`src/ecc_pkg.sv`:
```
// ============================================================================
// ecc_pkg: shared types, constants and date tables
// Constants, reciprocal multipliers and the four-year month-start table used
// by the epoch / calendar converter pipeline.
// ============================================================================
package ecc_pkg;

    // Calendar limits
    localparam int unsigned MAX_EPOCH    = 32'd4102444799;
    localparam int unsigned BASE_YEAR    = 1970;
    localparam int unsigned LAST_YEAR    = 2099;
    localparam int unsigned CYCLE_YEARS  = 4;
    localparam int unsigned CYCLE_DAYS   = 365 * 4 + 1;
    localparam int unsigned SEC_PER_MIN  = 60;
    localparam int unsigned HOUR_PER_DAY = 24;
    localparam int unsigned DAYS_PER_WEEK = 7;
    localparam int unsigned BASE_WEEKDAY = 4;
    localparam int unsigned SEC_PER_HOUR = 60 * 60;
    localparam int unsigned SEC_PER_DAY  = 60 * 60 * 24;

    // Reciprocals: x/15 = (x*RECIP_15)>>34 for x < 2^30,
    // x/3 = (x*RECIP_3)>>20 for x < 2^19,
    // x/1461 = (x*RECIP_1461)>>26 and x/7 = (x*RECIP_7)>>19 for x < 2^16
    localparam int unsigned RECIP_15   = 1145324613;
    localparam int unsigned RECIP_3    = 349526;
    localparam int unsigned RECIP_1461 = 45934;
    localparam int unsigned RECIP_7    = 74899;

    // Cumulative month starts over the four-year cycle, leap year in row 2
    localparam logic [10:0] MONTH_START [0:3][0:11] = '{
        '{11'd0,    11'd31,   11'd59,   11'd90,   11'd120,  11'd151,
          11'd181,  11'd212,  11'd243,  11'd273,  11'd304,  11'd334},
        '{11'd365,  11'd396,  11'd424,  11'd455,  11'd485,  11'd516,
          11'd546,  11'd577,  11'd608,  11'd638,  11'd669,  11'd699},
        '{11'd730,  11'd761,  11'd790,  11'd821,  11'd851,  11'd882,
          11'd912,  11'd943,  11'd974,  11'd1004, 11'd1035, 11'd1065},
        '{11'd1096, 11'd1127, 11'd1155, 11'd1186, 11'd1216, 11'd1247,
          11'd1277, 11'd1308, 11'd1339, 11'd1369, 11'd1400, 11'd1430}
    };

    // Conversion direction
    typedef enum logic {
        ACT_TO_CAL   = 1'b0,
        ACT_TO_EPOCH = 1'b1
    } t_action;

    // Calendar and time-of-day fields
    typedef struct packed {
        logic [11:0] year;
        logic [3:0]  month;
        logic [4:0]  day;
        logic [4:0]  hour;
        logic [5:0]  minute;
        logic [5:0]  second;
    } t_cal;

    // Front end to date stages
    typedef struct packed {
        logic        valid;
        t_action     action;
        logic        err;
        logic [15:0] days;
        logic [31:0] epoch;
        t_cal        cal;
    } t_front;

    // Date stages to output stage
    typedef struct packed {
        t_front      info;
        logic [1:0]  row;
        logic [3:0]  mon;
        logic [10:0] rem;
        logic [11:0] year0;
        logic [2:0]  weekday;
    } t_date;

    // Day offset of a month start inside the cycle; meaningless months give 0
    function automatic logic [10:0] month_start(input logic [1:0] row,
                                                input logic [3:0] mon);
        logic [10:0] res;
        if (mon > 4'd11) begin
            res = 11'd0;
        end else begin
            res = MONTH_START[row][mon];
        end
        return res;
    endfunction

    // Length of a month in days
    function automatic logic [4:0] month_len(input logic [1:0] row,
                                             input logic [3:0] mon);
        logic [10:0] s;
        logic [10:0] e;
        s = month_start(row, mon);
        if (mon < 4'd11) begin
            e = month_start(row, mon + 4'd1);
        end else if (row < 2'd3) begin
            e = month_start(row + 2'd1, 4'd0);
        end else begin
            e = 11'(CYCLE_DAYS);
        end
        return 5'(e - s);
    endfunction

endpackage

```
`src/ecc_front.sv`:
```
// ============================================================================
// ecc_front: time-of-day split and epoch build
// Four register stages: splits seconds into second, minute, hour and day
// count by reciprocal multiplies, or checks calendar fields and builds the
// day count and epoch seconds from them.
// ============================================================================
module ecc_front (
    input  logic                i_clk,
    input  logic                i_rst_n,
    input  logic                i_valid,
    input  logic                i_action,
    input  logic [31:0]         i_epoch_seconds,
    input  logic [11:0]         i_year,
    input  logic [3:0]          i_month,
    input  logic [4:0]          i_day,
    input  logic [4:0]          i_hour,
    input  logic [5:0]          i_minute,
    input  logic [5:0]          i_second,
    output ecc_pkg::t_front     o_front
);

    // ---------------- stage A ----------------
    logic                r_a_valid;
    ecc_pkg::t_action    r_a_action;
    logic                r_a_err;
    logic [31:0]         r_a_t;
    logic [26:0]         r_a_q1;
    logic [5:0]          r_a_cyc;
    logic [10:0]         r_a_dic;
    logic [16:0]         r_a_hms;
    ecc_pkg::t_cal       r_a_cal;

    logic [60:0]         prod_a;
    logic [7:0]          yoff;
    logic [1:0]          row_a;
    logic [3:0]          mon_a;
    logic [4:0]          mlen_a;
    logic                bad_a;
    logic [26:0]         n_a_q1;
    logic                n_a_err;
    logic [10:0]         n_a_dic;
    logic [16:0]         n_a_hms;

    // minute count by reciprocal, calendar checks, offsets within the cycle
    always_comb begin
        prod_a  = 61'(i_epoch_seconds[31:2]) * 61'(ecc_pkg::RECIP_15);
        n_a_q1  = prod_a[60:34];
        yoff    = 8'(i_year - 12'(ecc_pkg::BASE_YEAR));
        row_a   = yoff[1:0];
        mon_a   = i_month - 4'd1;
        mlen_a  = ecc_pkg::month_len(row_a, mon_a);
        bad_a   = (i_year < ecc_pkg::BASE_YEAR) || (i_year > ecc_pkg::LAST_YEAR) ||
                  (i_month < 4'd1) || (i_month > 4'd12) ||
                  (i_hour >= ecc_pkg::HOUR_PER_DAY) ||
                  (i_minute >= ecc_pkg::SEC_PER_MIN) ||
                  (i_second >= ecc_pkg::SEC_PER_MIN) ||
                  (i_day == 5'd0) || (i_day > mlen_a);
        if (ecc_pkg::t_action'(i_action) == ecc_pkg::ACT_TO_EPOCH) begin
            n_a_err = bad_a;
        end else begin
            n_a_err = (i_epoch_seconds > ecc_pkg::MAX_EPOCH);
        end
        n_a_dic = ecc_pkg::month_start(row_a, mon_a) + 11'(i_day) - 11'd1;
        n_a_hms = 17'(i_hour) * 17'(ecc_pkg::SEC_PER_HOUR)
                + 17'(i_minute) * 17'(ecc_pkg::SEC_PER_MIN) + 17'(i_second);
    end

    always_ff @(posedge i_clk) begin
        if (!i_rst_n) begin
            r_a_valid <= 1'b0;
        end else begin
            r_a_valid <= i_valid;
        end
        r_a_action     <= ecc_pkg::t_action'(i_action);
        r_a_err        <= n_a_err;
        r_a_t          <= i_epoch_seconds;
        r_a_q1         <= n_a_q1;
        r_a_cyc        <= yoff[7:2];
        r_a_dic        <= n_a_dic;
        r_a_hms        <= n_a_hms;
        r_a_cal.year   <= i_year;
        r_a_cal.month  <= i_month;
        r_a_cal.day    <= i_day;
        r_a_cal.hour   <= i_hour;
        r_a_cal.minute <= i_minute;
        r_a_cal.second <= i_second;
    end

    // ---------------- stage B ----------------
    logic                r_b_valid;
    ecc_pkg::t_action    r_b_action;
    logic                r_b_err;
    logic [31:0]         r_b_t;
    logic [26:0]         r_b_q1;
    logic [5:0]          r_b_sec;
    logic [20:0]         r_b_q2;
    logic [15:0]         r_b_days1;
    logic [16:0]         r_b_hms;
    ecc_pkg::t_cal       r_b_cal;

    logic [31:0]         diff_b;
    logic [55:0]         prod_b;
    logic [15:0]         n_b_days1;

    // seconds remainder, hour count, day count of a calendar request
    always_comb begin
        diff_b    = r_a_t - 32'(r_a_q1) * 32'(ecc_pkg::SEC_PER_MIN);
        prod_b    = 56'(r_a_q1[26:2]) * 56'(ecc_pkg::RECIP_15);
        n_b_days1 = 16'(r_a_cyc) * 16'(ecc_pkg::CYCLE_DAYS) + 16'(r_a_dic);
    end

    always_ff @(posedge i_clk) begin
        if (!i_rst_n) begin
            r_b_valid <= 1'b0;
        end else begin
            r_b_valid <= r_a_valid;
        end
        r_b_action <= r_a_action;
        r_b_err    <= r_a_err;
        r_b_t      <= r_a_t;
        r_b_q1     <= r_a_q1;
        r_b_sec    <= diff_b[5:0];
        r_b_q2     <= prod_b[54:34];
        r_b_days1  <= n_b_days1;
        r_b_hms    <= r_a_hms;
        r_b_cal    <= r_a_cal;
    end

    // ---------------- stage C ----------------
    logic                r_c_valid;
    ecc_pkg::t_action    r_c_action;
    logic                r_c_err;
    logic [31:0]         r_c_t;
    logic [5:0]          r_c_sec;
    logic [5:0]          r_c_min;
    logic [20:0]         r_c_q2;
    logic [15:0]         r_c_days0;
    logic [15:0]         r_c_days1;
    logic [31:0]         r_c_epoch1;
    ecc_pkg::t_cal       r_c_cal;

    logic [26:0]         diff_c;
    logic [36:0]         prod_c;
    logic [31:0]         n_c_epoch1;

    // minute remainder, day count by /24, epoch of a calendar request
    always_comb begin
        diff_c     = r_b_q1 - 27'(r_b_q2) * 27'(ecc_pkg::SEC_PER_MIN);
        prod_c     = 37'(r_b_q2[20:3]) * 37'(ecc_pkg::RECIP_3);
        n_c_epoch1 = 32'(r_b_days1) * 32'(ecc_pkg::SEC_PER_DAY) + 32'(r_b_hms);
    end

    always_ff @(posedge i_clk) begin
        if (!i_rst_n) begin
            r_c_valid <= 1'b0;
        end else begin
            r_c_valid <= r_b_valid;
        end
        r_c_action <= r_b_action;
        r_c_err    <= r_b_err;
        r_c_t      <= r_b_t;
        r_c_sec    <= r_b_sec;
        r_c_min    <= diff_c[5:0];
        r_c_q2     <= r_b_q2;
        r_c_days0  <= prod_c[35:20];
        r_c_days1  <= r_b_days1;
        r_c_epoch1 <= n_c_epoch1;
        r_c_cal    <= r_b_cal;
    end

    // ---------------- stage D ----------------
    ecc_pkg::t_front     r_front;
    ecc_pkg::t_front     n_front;
    logic [20:0]         diff_d;

    // hour remainder and merge of both directions
    always_comb begin
        diff_d         = r_c_q2 - 21'(r_c_days0) * 21'(ecc_pkg::HOUR_PER_DAY);
        n_front.valid  = r_c_valid;
        n_front.action = r_c_action;
        n_front.err    = r_c_err;
        n_front.cal    = r_c_cal;
        if (r_c_action == ecc_pkg::ACT_TO_EPOCH) begin
            n_front.days  = r_c_days1;
            n_front.epoch = r_c_epoch1;
        end else begin
            n_front.days       = r_c_days0;
            n_front.epoch      = r_c_t;
            n_front.cal.hour   = diff_d[4:0];
            n_front.cal.minute = r_c_min;
            n_front.cal.second = r_c_sec;
        end
    end

    always_ff @(posedge i_clk) begin
        if (!i_rst_n) begin
            r_front.valid <= 1'b0;
        end else begin
            r_front <= n_front;
        end
    end

    assign o_front = r_front;

endmodule

```
`src/ecc_date.sv`:
```
// ============================================================================
// ecc_date: day count to cycle, weekday and month
// Three register stages: four-year cycle and week by reciprocal multiplies,
// remainders and weekday, then row and month search over the cycle table.
// ============================================================================
module ecc_date (
    input  logic                i_clk,
    input  logic                i_rst_n,
    input  ecc_pkg::t_front     i_front,
    output ecc_pkg::t_date      o_date
);

    // ---------------- stage E: quotients ----------------
    ecc_pkg::t_front     r_e;
    logic [5:0]          r_e_cyc;
    logic [13:0]         r_e_wq;
    logic [31:0]         prod_cyc;
    logic [32:0]         prod_wk;

    always_comb begin
        prod_cyc = 32'(i_front.days) * 32'(ecc_pkg::RECIP_1461);
        prod_wk  = 33'(i_front.days) * 33'(ecc_pkg::RECIP_7);
    end

    always_ff @(posedge i_clk) begin
        if (!i_rst_n) begin
            r_e.valid <= 1'b0;
        end else begin
            r_e <= i_front;
        end
        r_e_cyc <= prod_cyc[31:26];
        r_e_wq  <= prod_wk[32:19];
    end

    // ---------------- stage F: remainders and weekday ----------------
    ecc_pkg::t_front     r_f;
    logic [10:0]         r_f_rem;
    logic [2:0]          r_f_wday;
    logic [11:0]         r_f_year0;
    logic [15:0]         diff_cyc;
    logic [15:0]         diff_wk;
    logic [3:0]          wsum;
    logic [2:0]          n_f_wday;

    always_comb begin
        diff_cyc = r_e.days - 16'(r_e_cyc) * 16'(ecc_pkg::CYCLE_DAYS);
        diff_wk  = r_e.days - 16'(r_e_wq) * 16'(ecc_pkg::DAYS_PER_WEEK);
        // day 0 was a Thursday; Sunday reads as 7
        wsum     = 4'(diff_wk[2:0]) + 4'(ecc_pkg::BASE_WEEKDAY);
        if (wsum >= 4'(ecc_pkg::DAYS_PER_WEEK)) begin
            wsum = wsum - 4'(ecc_pkg::DAYS_PER_WEEK);
        end
        if (wsum == 4'd0) begin
            n_f_wday = 3'(ecc_pkg::DAYS_PER_WEEK);
        end else begin
            n_f_wday = wsum[2:0];
        end
    end

    always_ff @(posedge i_clk) begin
        if (!i_rst_n) begin
            r_f.valid <= 1'b0;
        end else begin
            r_f <= r_e;
        end
        r_f_rem   <= diff_cyc[10:0];
        r_f_wday  <= n_f_wday;
        r_f_year0 <= 12'(ecc_pkg::BASE_YEAR) + 12'(r_e_cyc) * 12'(ecc_pkg::CYCLE_YEARS);
    end

    // ---------------- stage G: row and month search ----------------
    ecc_pkg::t_date      r_date;
    logic [1:0]          row_g;
    logic [3:0]          mon_g;

    always_comb begin
        if (r_f_rem >= ecc_pkg::month_start(2'd3, 4'd0)) begin
            row_g = 2'd3;
        end else if (r_f_rem >= ecc_pkg::month_start(2'd2, 4'd0)) begin
            row_g = 2'd2;
        end else if (r_f_rem >= ecc_pkg::month_start(2'd1, 4'd0)) begin
            row_g = 2'd1;
        end else begin
            row_g = 2'd0;
        end
        // independent compares, the last start passed wins
        mon_g = 4'd0;
        for (int m = 1; m < 12; m++) begin
            if (r_f_rem >= ecc_pkg::month_start(row_g, 4'(m))) begin
                mon_g = 4'(m);
            end
        end
    end

    always_ff @(posedge i_clk) begin
        if (!i_rst_n) begin
            r_date.info.valid <= 1'b0;
        end else begin
            r_date.info <= r_f;
        end
        r_date.row     <= row_g;
        r_date.mon     <= mon_g;
        r_date.rem     <= r_f_rem;
        r_date.year0   <= r_f_year0;
        r_date.weekday <= r_f_wday;
    end

    assign o_date = r_date;

endmodule

```
`src/epoch_calendar_converter_top.sv`:
```
// ============================================================================
// epoch_calendar_converter_top: epoch seconds / calendar converter
// Throughput: one request per clock; busy stays low, the eight-stage
// reciprocal-multiply pipeline takes a new request every cycle.
// Reset: synchronous, active low; clears the stage valid bits only.
// Results cannot be held off by the receiver; each shows for one cycle.
// ============================================================================
module epoch_calendar_converter_top (
    input  logic        i_clk,
    input  logic        i_rst_n,
    input  logic        start,
    output logic        busy,
    input  logic        i_action,
    input  logic [31:0] i_epoch_seconds_in,
    input  logic [11:0] i_year_in,
    input  logic [3:0]  i_month_in,
    input  logic [4:0]  i_day_in,
    input  logic [4:0]  i_hour_in,
    input  logic [5:0]  i_minute_in,
    input  logic [5:0]  i_second_in,
    output logic        o_strobe,
    output logic [31:0] o_epoch_seconds_out,
    output logic [11:0] o_year_out,
    output logic [3:0]  o_month_out,
    output logic [4:0]  o_day_out,
    output logic [4:0]  o_hour_out,
    output logic [5:0]  o_minute_out,
    output logic [5:0]  o_second_out,
    output logic [2:0]  o_weekday_out,
    output logic        o_range_error
);

    ecc_pkg::t_front front;
    ecc_pkg::t_date  date;

    // pipeline never blocks a request
    assign busy = 1'b0;

    ecc_front u_front (
        .i_clk           (i_clk),
        .i_rst_n         (i_rst_n),
        .i_valid         (start),
        .i_action        (i_action),
        .i_epoch_seconds (i_epoch_seconds_in),
        .i_year          (i_year_in),
        .i_month         (i_month_in),
        .i_day           (i_day_in),
        .i_hour          (i_hour_in),
        .i_minute        (i_minute_in),
        .i_second        (i_second_in),
        .o_front         (front)
    );

    ecc_date u_date (
        .i_clk   (i_clk),
        .i_rst_n (i_rst_n),
        .i_front (front),
        .o_date  (date)
    );

    // ---------------- output stage ----------------
    logic               r_strobe;
    logic [31:0]        r_epoch;
    ecc_pkg::t_cal      r_cal;
    logic [2:0]         r_wday;
    logic               r_err;

    logic [10:0]        day_sum;
    logic [31:0]        n_epoch;
    ecc_pkg::t_cal      n_cal;
    logic [2:0]         n_wday;

    // day of month, full year, and zeroing of a failed request
    always_comb begin
        day_sum = date.rem - ecc_pkg::month_start(date.row, date.mon) + 11'd1;
        n_epoch = date.info.epoch;
        n_cal   = date.info.cal;
        n_wday  = date.weekday;
        if (date.info.action == ecc_pkg::ACT_TO_CAL) begin
            n_cal.year  = date.year0 + 12'(date.row);
            n_cal.month = date.mon + 4'd1;
            n_cal.day   = day_sum[4:0];
        end
        if (date.info.err) begin
            n_epoch = 32'd0;
            n_cal   = '0;
            n_wday  = 3'd0;
        end
    end

    always_ff @(posedge i_clk) begin
        if (!i_rst_n) begin
            r_strobe <= 1'b0;
        end else begin
            r_strobe <= date.info.valid;
        end
        r_epoch <= n_epoch;
        r_cal   <= n_cal;
        r_wday  <= n_wday;
        r_err   <= date.info.err;
    end

    assign o_strobe            = r_strobe;
    assign o_epoch_seconds_out = r_epoch;
    assign o_year_out          = r_cal.year;
    assign o_month_out         = r_cal.month;
    assign o_day_out           = r_cal.day;
    assign o_hour_out          = r_cal.hour;
    assign o_minute_out        = r_cal.minute;
    assign o_second_out        = r_cal.second;
    assign o_weekday_out       = r_wday;
    assign o_range_error       = r_err;

    // ---------------- assertions ----------------
    // every result traces back to a request taken earlier
    a_strobe_has_request: assert property (@(posedge i_clk) disable iff (!i_rst_n)
        o_strobe |-> $past(start, 8))
        else $error("result strobe without a matching request");

    // a failed request carries only the error flag
    a_error_zeroes: assert property (@(posedge i_clk) disable iff (!i_rst_n)
        (o_strobe && o_range_error) |-> (o_epoch_seconds_out == 32'd0 &&
            o_year_out == 12'd0 && o_month_out == 4'd0 && o_day_out == 5'd0 &&
            o_hour_out == 5'd0 && o_minute_out == 6'd0 && o_second_out == 6'd0 &&
            o_weekday_out == 3'd0))
        else $error("fields not cleared on range error");

    // a good result is a real date and time
    a_good_fields: assert property (@(posedge i_clk) disable iff (!i_rst_n)
        (o_strobe && !o_range_error) |-> (o_weekday_out != 3'd0 &&
            o_month_out != 4'd0 && o_month_out <= 4'd12 && o_day_out != 5'd0 &&
            o_hour_out < 5'd24 && o_minute_out < 6'd60 && o_second_out < 6'd60 &&
            o_year_out >= 12'd1970 && o_year_out <= 12'd2099))
        else $error("result fields out of range");

endmodule

```
`config.mk`:
```
export PLATFORM = sky130hd
export DESIGN_NAME = epoch_calendar_converter_top
export DESIGN_NICKNAME = d
export VERILOG_FILES = /design/src/ecc_pkg.sv /design/src/ecc_front.sv /design/src/ecc_date.sv /design/src/epoch_calendar_converter_top.sv
export SDC_FILE = /design/constraint.sdc
export NUM_CORES = 2
export LEC_CHECK = 0
export BUFFER_PORTS_ARGS = -buffer_cell sky130_fd_sc_hd__buf_2
export CORE_ASPECT_RATIO = 1.4
export CORE_MARGIN = 2
export CORE_UTILIZATION = 35
export DETAILED_ROUTE_END_ITERATION = 12
export GPL_ROUTABILITY_DRIVEN = 0
export PLACE_DENSITY_LB_ADDON = 0.08
export SETUP_SLACK_MARGIN = 0.15
export SLEW_MARGIN = 20
export SYNTH_ARGS = -nofsm -noshare
export SYNTH_HDL_FRONTEND = slang
export SYNTH_SLANG_ARGS = --single-unit
```
`constraint.sdc`:
```
create_clock -name i_clk -period 6.95 [get_ports i_clk]
set_input_delay 1.7375 -clock i_clk [delete_from_list [all_inputs] [get_ports i_clk]]
set_output_delay 1.7375 -clock i_clk [all_outputs]
set_load 0.005 [all_outputs]
```
======== After elaboration in Yosys (flattened, before gate mapping) ========
Cells that the tools add are included.
operators by class
  add/sub/neg operators ................... 23
  $mul .................................... 14
  div/mod/pow operators ................... 0
  $lt $le $gt $ge ......................... 36
  equality and inequality tests ........... 0
  shift-type cells ........................ 0
  muxes and demuxes ....................... 44
  bitwise logic cells ..................... 7
  reduce and logical (&&, ||, !) cells .... 12
operators with widths
  kind                    count
  $bmux 132 s2            4
  $mux 132                4
  $mux 126                2
  $mux 121                2
  $bmux 11 s4             3
  $ge 11x11->1            11
  $mul 30x31->61 const B  1
  $mul 25x31->55 const B  1
  $mux 48                 1
  $mux 5                  8
  $mul 18x18->35 const B  1
  $mul 16x17->33 const B  1
  $mux 11                 3
  $add 32x17->32          1
  $gt 32x32->1 const B    1
  $mul 16x15->31 const B  1
  $mul 27x4->4 const B    1
  $mul 16x10->25 const B  1
  $mul 21x4->4 const B    1
  $mux 21                 1
  $ge 5x5->1 const B      4
  $add 17x12->17          1
  $add 17x6->17           1
  $mux 17                 1
  46 further kinds        80
word-level totals
  register bits ........................... 893
  latch bits .............................. 0
  RAM bits ................................ 0
  ROM bits ................................ 0
  bits of input ports ..................... 74
  output and inout bits ................... 76
  logic and storage cells ................. 245
  memories ................................ 0

======== Logic depth before layout (Yosys ltp) ========
  word-level depth ........................ 19
  gate-level depth with buffers ........... 25

======== Hierarchy ========
A second synthesis with hierarchy kept.
second synthesis, totals
  cells, all modules ...................... 5,477
  area, all modules ....................... 62,726.4 sq um
modules (own cells, without submodules)
  module                        instances  cells each  area each (sq um)  seq. area each (sq um)
  ecc_front                     1          3,747       40,431.3           10,950.5
  ecc_date                      1          1,398       19,088.3           9,208.8
  epoch_calendar_converter_top  1          332         3,206.8            1,501.4

======== Worst setup path before layout ========
No wires, ideal clock.
  path type ............................... input port to flip-flop
  start point ............................. input port i_epoch_seconds_in[27]
  end point ............................... register u_front.r_a_q1[12]
  setup time .............................. 72 ps
  arrival ................................. 7,064 ps
  required time ........................... 6,878 ps
  slack ................................... -186 ps
  cell stages on the path ................. 21
  path buffers ............................ 0
  cells stage by stage .................... ha_1 inv_1 fa_1 fa_1 inv_1 fa_1 inv_1 fa_1 inv_1 fa_1 ha_1 ha_1 and3_1 a221oi_1 o41ai_1 a221oi_2 o21ai_1 a221oi_2 o21bai_1 a221oi_2 xnor2_1
between the ends
  cells in the longest elaborated chain, start to end .. 1
ends and longest elaborated chain
  what                    RTL line                            RTL
  start: declaration      epoch_calendar_converter_top.sv:14  input logic [31:0] i_epoch_seconds_in,
  $mul 30x31->61          ecc_front.sv:46                     prod_a = 61'(i_epoch_seconds[31:2]) * 61'(ecc_pkg::RECIP_15);
  net u_front.prod_a[46]  ecc_front.sv:33                     logic [60:0] prod_a;
  end signal: assignment  ecc_front.sv:77                     r_a_q1 <= n_a_q1;
  end: declaration        ecc_front.sv:27                     logic [26:0] r_a_q1;
The timed path passes the listed nets, and every way through them passes these cells.
A chain may end at the register's enable or synchronous reset.

======== Worst setup path after layout ========
  start point ............................. input port i_epoch_seconds_in[12]
  end point ............................... register u_front.r_a_q1[12]
The elaborated chain is that of the path after synthesis.

==> impl_metrics.sql <==
INSERT INTO impl_metrics (metric_group, metric, value, unit) VALUES
('outcome', 'run_status', 'completed', ''),
('cts', 'tritoncts_num_sinks', '856', ''),
('cts', 'cts.path.max_buffers', '3', ''),
('hold_path', 'hold-path-endpoint', 'u_front.r_b_cal[17]$_DFF_P_', ''),
('sta', 'finalCriticalPeriod', '6.62', 'ns'),
('sta', 'setup_violations', '0', ''),
('floorplan', 'top_level_ports', '150', ''),
('sta', 'finClkSkew', '0.0569', 'ns'),
('setup_path', 'timing.critical_path.to_type', 'flop', ''),
('floorplan', 'die_height', '496', 'µm'),
('yosys', 'synth_area_leaders', 'sky130_fd_sc_hd__ha_1 (24%), sky130_fd_sc_hd__fa_1 (18%), sky130_fd_sc_hd__dfxtp_1 (18%)', ''),
('final_layout', 'drive_above_1_share', '0.116', ''),
('final_layout', 'layout-area-overhead-vs-synth', '14.5', '%'),
('yosys', 'syn-cell-area', '60500', 'µm²'),
('yosys', 'async_reset_ff_frac', '0', ''),
('setup_path', 'ff2ff_path_depth', '19', ''),
('sta', 'grt_setup_unrepaired', 'yes', ''),
('cts', 'cts_tree', 'built', ''),
('setup_path', 'timing.critical_path.from_type', 'input port', ''),
('cts', 'ctsRootBufferMaster', 'sky130_fd_sc_hd__clkbuf_16', ''),
('global_route', 'grtUsageTotal', '0.171', ''),
('routing', 'vias_per_cell', '4.63', ''),
('sta', 'fin_crit_sh', '0.952', ''),
('global_route', 'grt_max_degree', '134', ''),
('yosys', 'synth_area_per_cell', '11.4', 'µm²'),
('place', 'place.port_buffers', '148', ''),
('sta', 'final_max_slew_viol_count', '0', ''),
('routing', 'via_count', '37200', ''),
('sta', 'worst_slew_margin_rel', '0.283', ''),
('yosys', 'synth_sequential_area_ratio', '0.334', ''),
('routing', 'avgRoutedWirePerCell', '18.3', 'µm'),
('sta', 'tns', '0', 'ns'),
('final_layout', 'finalNonFillerCells', '8046', ''),
('final_layout', 'finalCoreUtilization', '0.403', ''),
('global_route', 'gr-total-overflow', '0', ''),
('setup_path', 'worstReg2RegEnd', 'u_date.r_e_cyc[5]$_DFF_P_', ''),
('routing', 'routed_wirelength', '148', 'mm'),
('global_route', 'grt_pass1_vias', '40300', ''),
('yosys', 'synth_cells', '5303', ''),
('setup_path', 'required', '7.60', 'ns'),
('setup_path', 'critPathMaxFanout', '3', ''),
('cts', 'clock_buffer_count_from_cts', '89', ''),
('setup_path', 'ff2ff_setup_slack', '0.62', 'ns'),
('setup_path', 'worstReg2RegStart', 'u_front.o_front[77]$_DFFE_PP_', ''),
('hold_path', 'hold_depth', '0', ''),
('place', 'dp.cells', '7871', ''),
('yosys', 'count_of_yosys_warnings_during_synthesis', '0', ''),
('yosys', 'synth_edf_count', '307', ''),
('routing', 'firstDrtPassIters', '5', ''),
('yosys', 'yosysMostFrequentCell', 'sky130_fd_sc_hd__ha_1', ''),
('routing', 'dr.first_iter.drc_count', '1338', ''),
('yosys', 'synth.largest_area_cell', 'sky130_fd_sc_hd__ha_1', ''),
('setup_path', 'critPathKind', 'input port to flop', ''),
('floorplan', 'design.die.area', '176000', 'µm²'),
('yosys', 'synth_fp_nets', '7081', ''),
('sta', 'worst_slew_pin_tran', '1.06', 'ns'),
('place', 'dp_hpwl', '124', 'mm'),
('floorplan', 'die_w', '355', 'µm'),
('yosys', 'synth.cells.most_frequent', 'sky130_fd_sc_hd__ha_1 (1146), sky130_fd_sc_hd__inv_1 (1095), sky130_fd_sc_hd__fa_1 (558), sky130_fd_sc_hd__dfxtp_1 (549), sky130_fd_sc_hd__edfxtp_1 (307)', ''),
('run', 'maxcap_violations', '0', ''),
('global_route', 'antenna_found_initial', '18', ''),
('cts', 'cts_hold_bufs', '0', ''),
('cts', 'htree_num_levels', '3', ''),
('global_route', 'first_pass_grt_wire_length', '230', 'mm'),
('routing', 'number_of_drc_violations_after_detailed_routing', '0', ''),
('final_layout', 'num-nets-final', '7470', ''),
('yosys', 'yosys.area.top_type_share', '0.237', ''),
('floorplan', 'core_area', '172000', 'µm²'),
('yosys', 'synthDistinctLibCells', '87', ''),
('cts', 'clock_latency', '0.71', 'ns'),
('sta', 'final_hold_viol_count', '0', ''),
('floorplan', 'floorplan.initialDensity', '0.352', ''),
('setup_path', 'cp.arrival', '7.26', 'ns'),
('floorplan', 'placementRows', '180', ''),
('yosys', 'count_of_state_elements_after_synthesis', '856', ''),
('hold_path', 'min-delay-start', 'u_front.r_a_cal[17]$_DFF_P_', ''),
('cts', 'clk_transition_reported_paths', '0.08', 'ns'),
('yosys', 'synth_top_flop_cell', 'sky130_fd_sc_hd__dfxtp_1', ''),
('hold_path', 'hold_path.class', 'flop to flop', ''),
('routing', 'ant_nets', '0', ''),
('sta', 'max_freq', '151', 'MHz');
## metal layers
layer / part of all wire / global-route usage / vias to the layer above
li1: - / - / 18400
met1: 0.40 / 0.196 / 18100
met2: 0.55 / 0.332 / 475
met3: 0.027 / 0.0180 / 186
met4: 0.024 / 0.0475 / 10
met5: 0.00041 / 0 / -
## flip-flops by register name, indices dropped and copies added, names as in the netlist, 15 cells and up
| register | flops |
|---|---|
| u_front.r_b_cal | 36 |
| u_front.r_b_t | 32 |
| u_front.r_c_cal | 15 |
| u_front.o_front | 87 |
| u_front.r_a_cal | 36 |
| o_epoch_seconds_out | 32 |
| u_front.r_c_days1 | 16 |
| u_front.r_c_days0 | 16 |
| u_date.r_e | 82 |
| u_front.n_front | 21 |
| u_front.r_a_q1 | 27 |
| u_front.r_b_q2 | 21 |
| u_front.r_c_t | 32 |
| u_date.r_f | 71 |
| u_front.r_a_t | 32 |
| u_front.r_b_days1 | 16 |
| u_front.r_a_hms | 17 |
| u_date.o_date | 94 |
| u_front.r_b_hms | 17 |
| u_front.r_c_epoch1 | 32 |
## critical path, stage by stage
cell	delay, ns
sky130_fd_sc_hd__buf_2	0.12
sky130_fd_sc_hd__ha_4	0.26
sky130_fd_sc_hd__ha_4	0.27
sky130_fd_sc_hd__inv_2	0.04
sky130_fd_sc_hd__fa_2	0.53
sky130_fd_sc_hd__buf_6	0.16
sky130_fd_sc_hd__fa_1	0.50
sky130_fd_sc_hd__fa_1	0.57
sky130_fd_sc_hd__inv_2	0.05
sky130_fd_sc_hd__fa_1	0.58
sky130_fd_sc_hd__ha_4	0.22
sky130_fd_sc_hd__ha_4	0.21
sky130_fd_sc_hd__a21o_1	0.18
sky130_fd_sc_hd__a221oi_4	0.29
sky130_fd_sc_hd__buf_4	0.16
sky130_fd_sc_hd__o41ai_4	0.06
sky130_fd_sc_hd__a221oi_2	0.26
sky130_fd_sc_hd__buf_4	0.17
sky130_fd_sc_hd__o21ai_4	0.06
sky130_fd_sc_hd__a221oi_4	0.27
sky130_fd_sc_hd__o21bai_2	0.12
sky130_fd_sc_hd__a221oi_2	0.29
sky130_fd_sc_hd__xnor2_1	0.14
## layout make-up
| class | count | area (µm²) |
|---|---|---|
| repair buffers | 361 | 2450 |
| clock inverters | 41 | 559 |
| well taps | 2275 | 2850 |
| clock buffers | 127 | 2650 |
| inverters | 1095 | 4110 |
| fillers | 16700 | 103000 |
| flip-flops and latches | 856 | 20200 |
| diodes | 2 | 5.00 |
| multi-input cells | 3289 | 36500 |
## logic make-up after synthesis
kind of cell / synth area share
fa+ha+maj: 0.422
buf+inv: 0.0721
flops: 0.334
compound gates: 0.0748
simple gates: 0.0483
xor+xnor: 0.0349
mux: 0.0142
other cells: 0.0000620
## how the worst max path moves through the flow
stage                      startpoint                         end  slack [ns]  depth (start not counted)
3_3_place_gp   i_epoch_seconds_in[29]  u_front.r_a_q1[24]$_DFF_P_       -0.80                         24
6_report       i_epoch_seconds_in[12]  u_front.r_a_q1[12]$_DFF_P_        0.33                         23
4_1_cts        i_epoch_seconds_in[18]  u_front.r_a_q1[12]$_DFF_P_        0.15                         23
2_1_floorplan  i_epoch_seconds_in[29]  u_front.r_a_q1[12]$_DFF_P_       -0.02                         22
5_1_grt        i_epoch_seconds_in[29]  u_front.r_a_q1[12]$_DFF_P_        0.13                         25
3_5_place_dp   i_epoch_seconds_in[29]  u_front.r_a_q1[24]$_DFF_P_       -0.77                         24
## placed cells by master, fill, tap and decap left out, types with 84 or more instances in the layout
cell type and count:
sky130_fd_sc_hd__fa_1 552, sky130_fd_sc_hd__o21ai_0 101, sky130_fd_sc_hd__a21oi_1 211, sky130_fd_sc_hd__clkbuf_16 98
sky130_fd_sc_hd__ha_1 1116, sky130_fd_sc_hd__buf_4 202, sky130_fd_sc_hd__nand2_1 117, sky130_fd_sc_hd__inv_1 1083
sky130_fd_sc_hd__buf_2 140, sky130_fd_sc_hd__edfxtp_1 307, sky130_fd_sc_hd__xnor2_1 175, sky130_fd_sc_hd__a21o_1 94
sky130_fd_sc_hd__nor2_1 148, sky130_fd_sc_hd__nor2b_1 84, sky130_fd_sc_hd__dfxtp_1 548
## stage by stage
| step | hold slack [ns] | worst slack, ns | instance area [µm²] |
|---|---|---|---|
| 2_1_floorplan | 0.310 | -0.0240 | 60700 |
| 3_3_place_gp | 0.310 | -0.803 | 65700 |
| 3_5_place_dp | 0.312 | -0.773 | 65700 |
| 4_1_cts | 0.312 | 0.151 | 68900 |
| 5_1_grt | 0.323 | 0.130 | 69300 |
| 6_report | 0.318 | 0.334 | 69300 |
## timing repair
action,CTS,global route
setup buffers,0,5
pin swaps,3,62
resized for setup,4,70
setup endpoints to repair,12,18
Power is not shown: default switching activity piles up to over one toggle a cycle in this logic, so the estimate is an artifact.
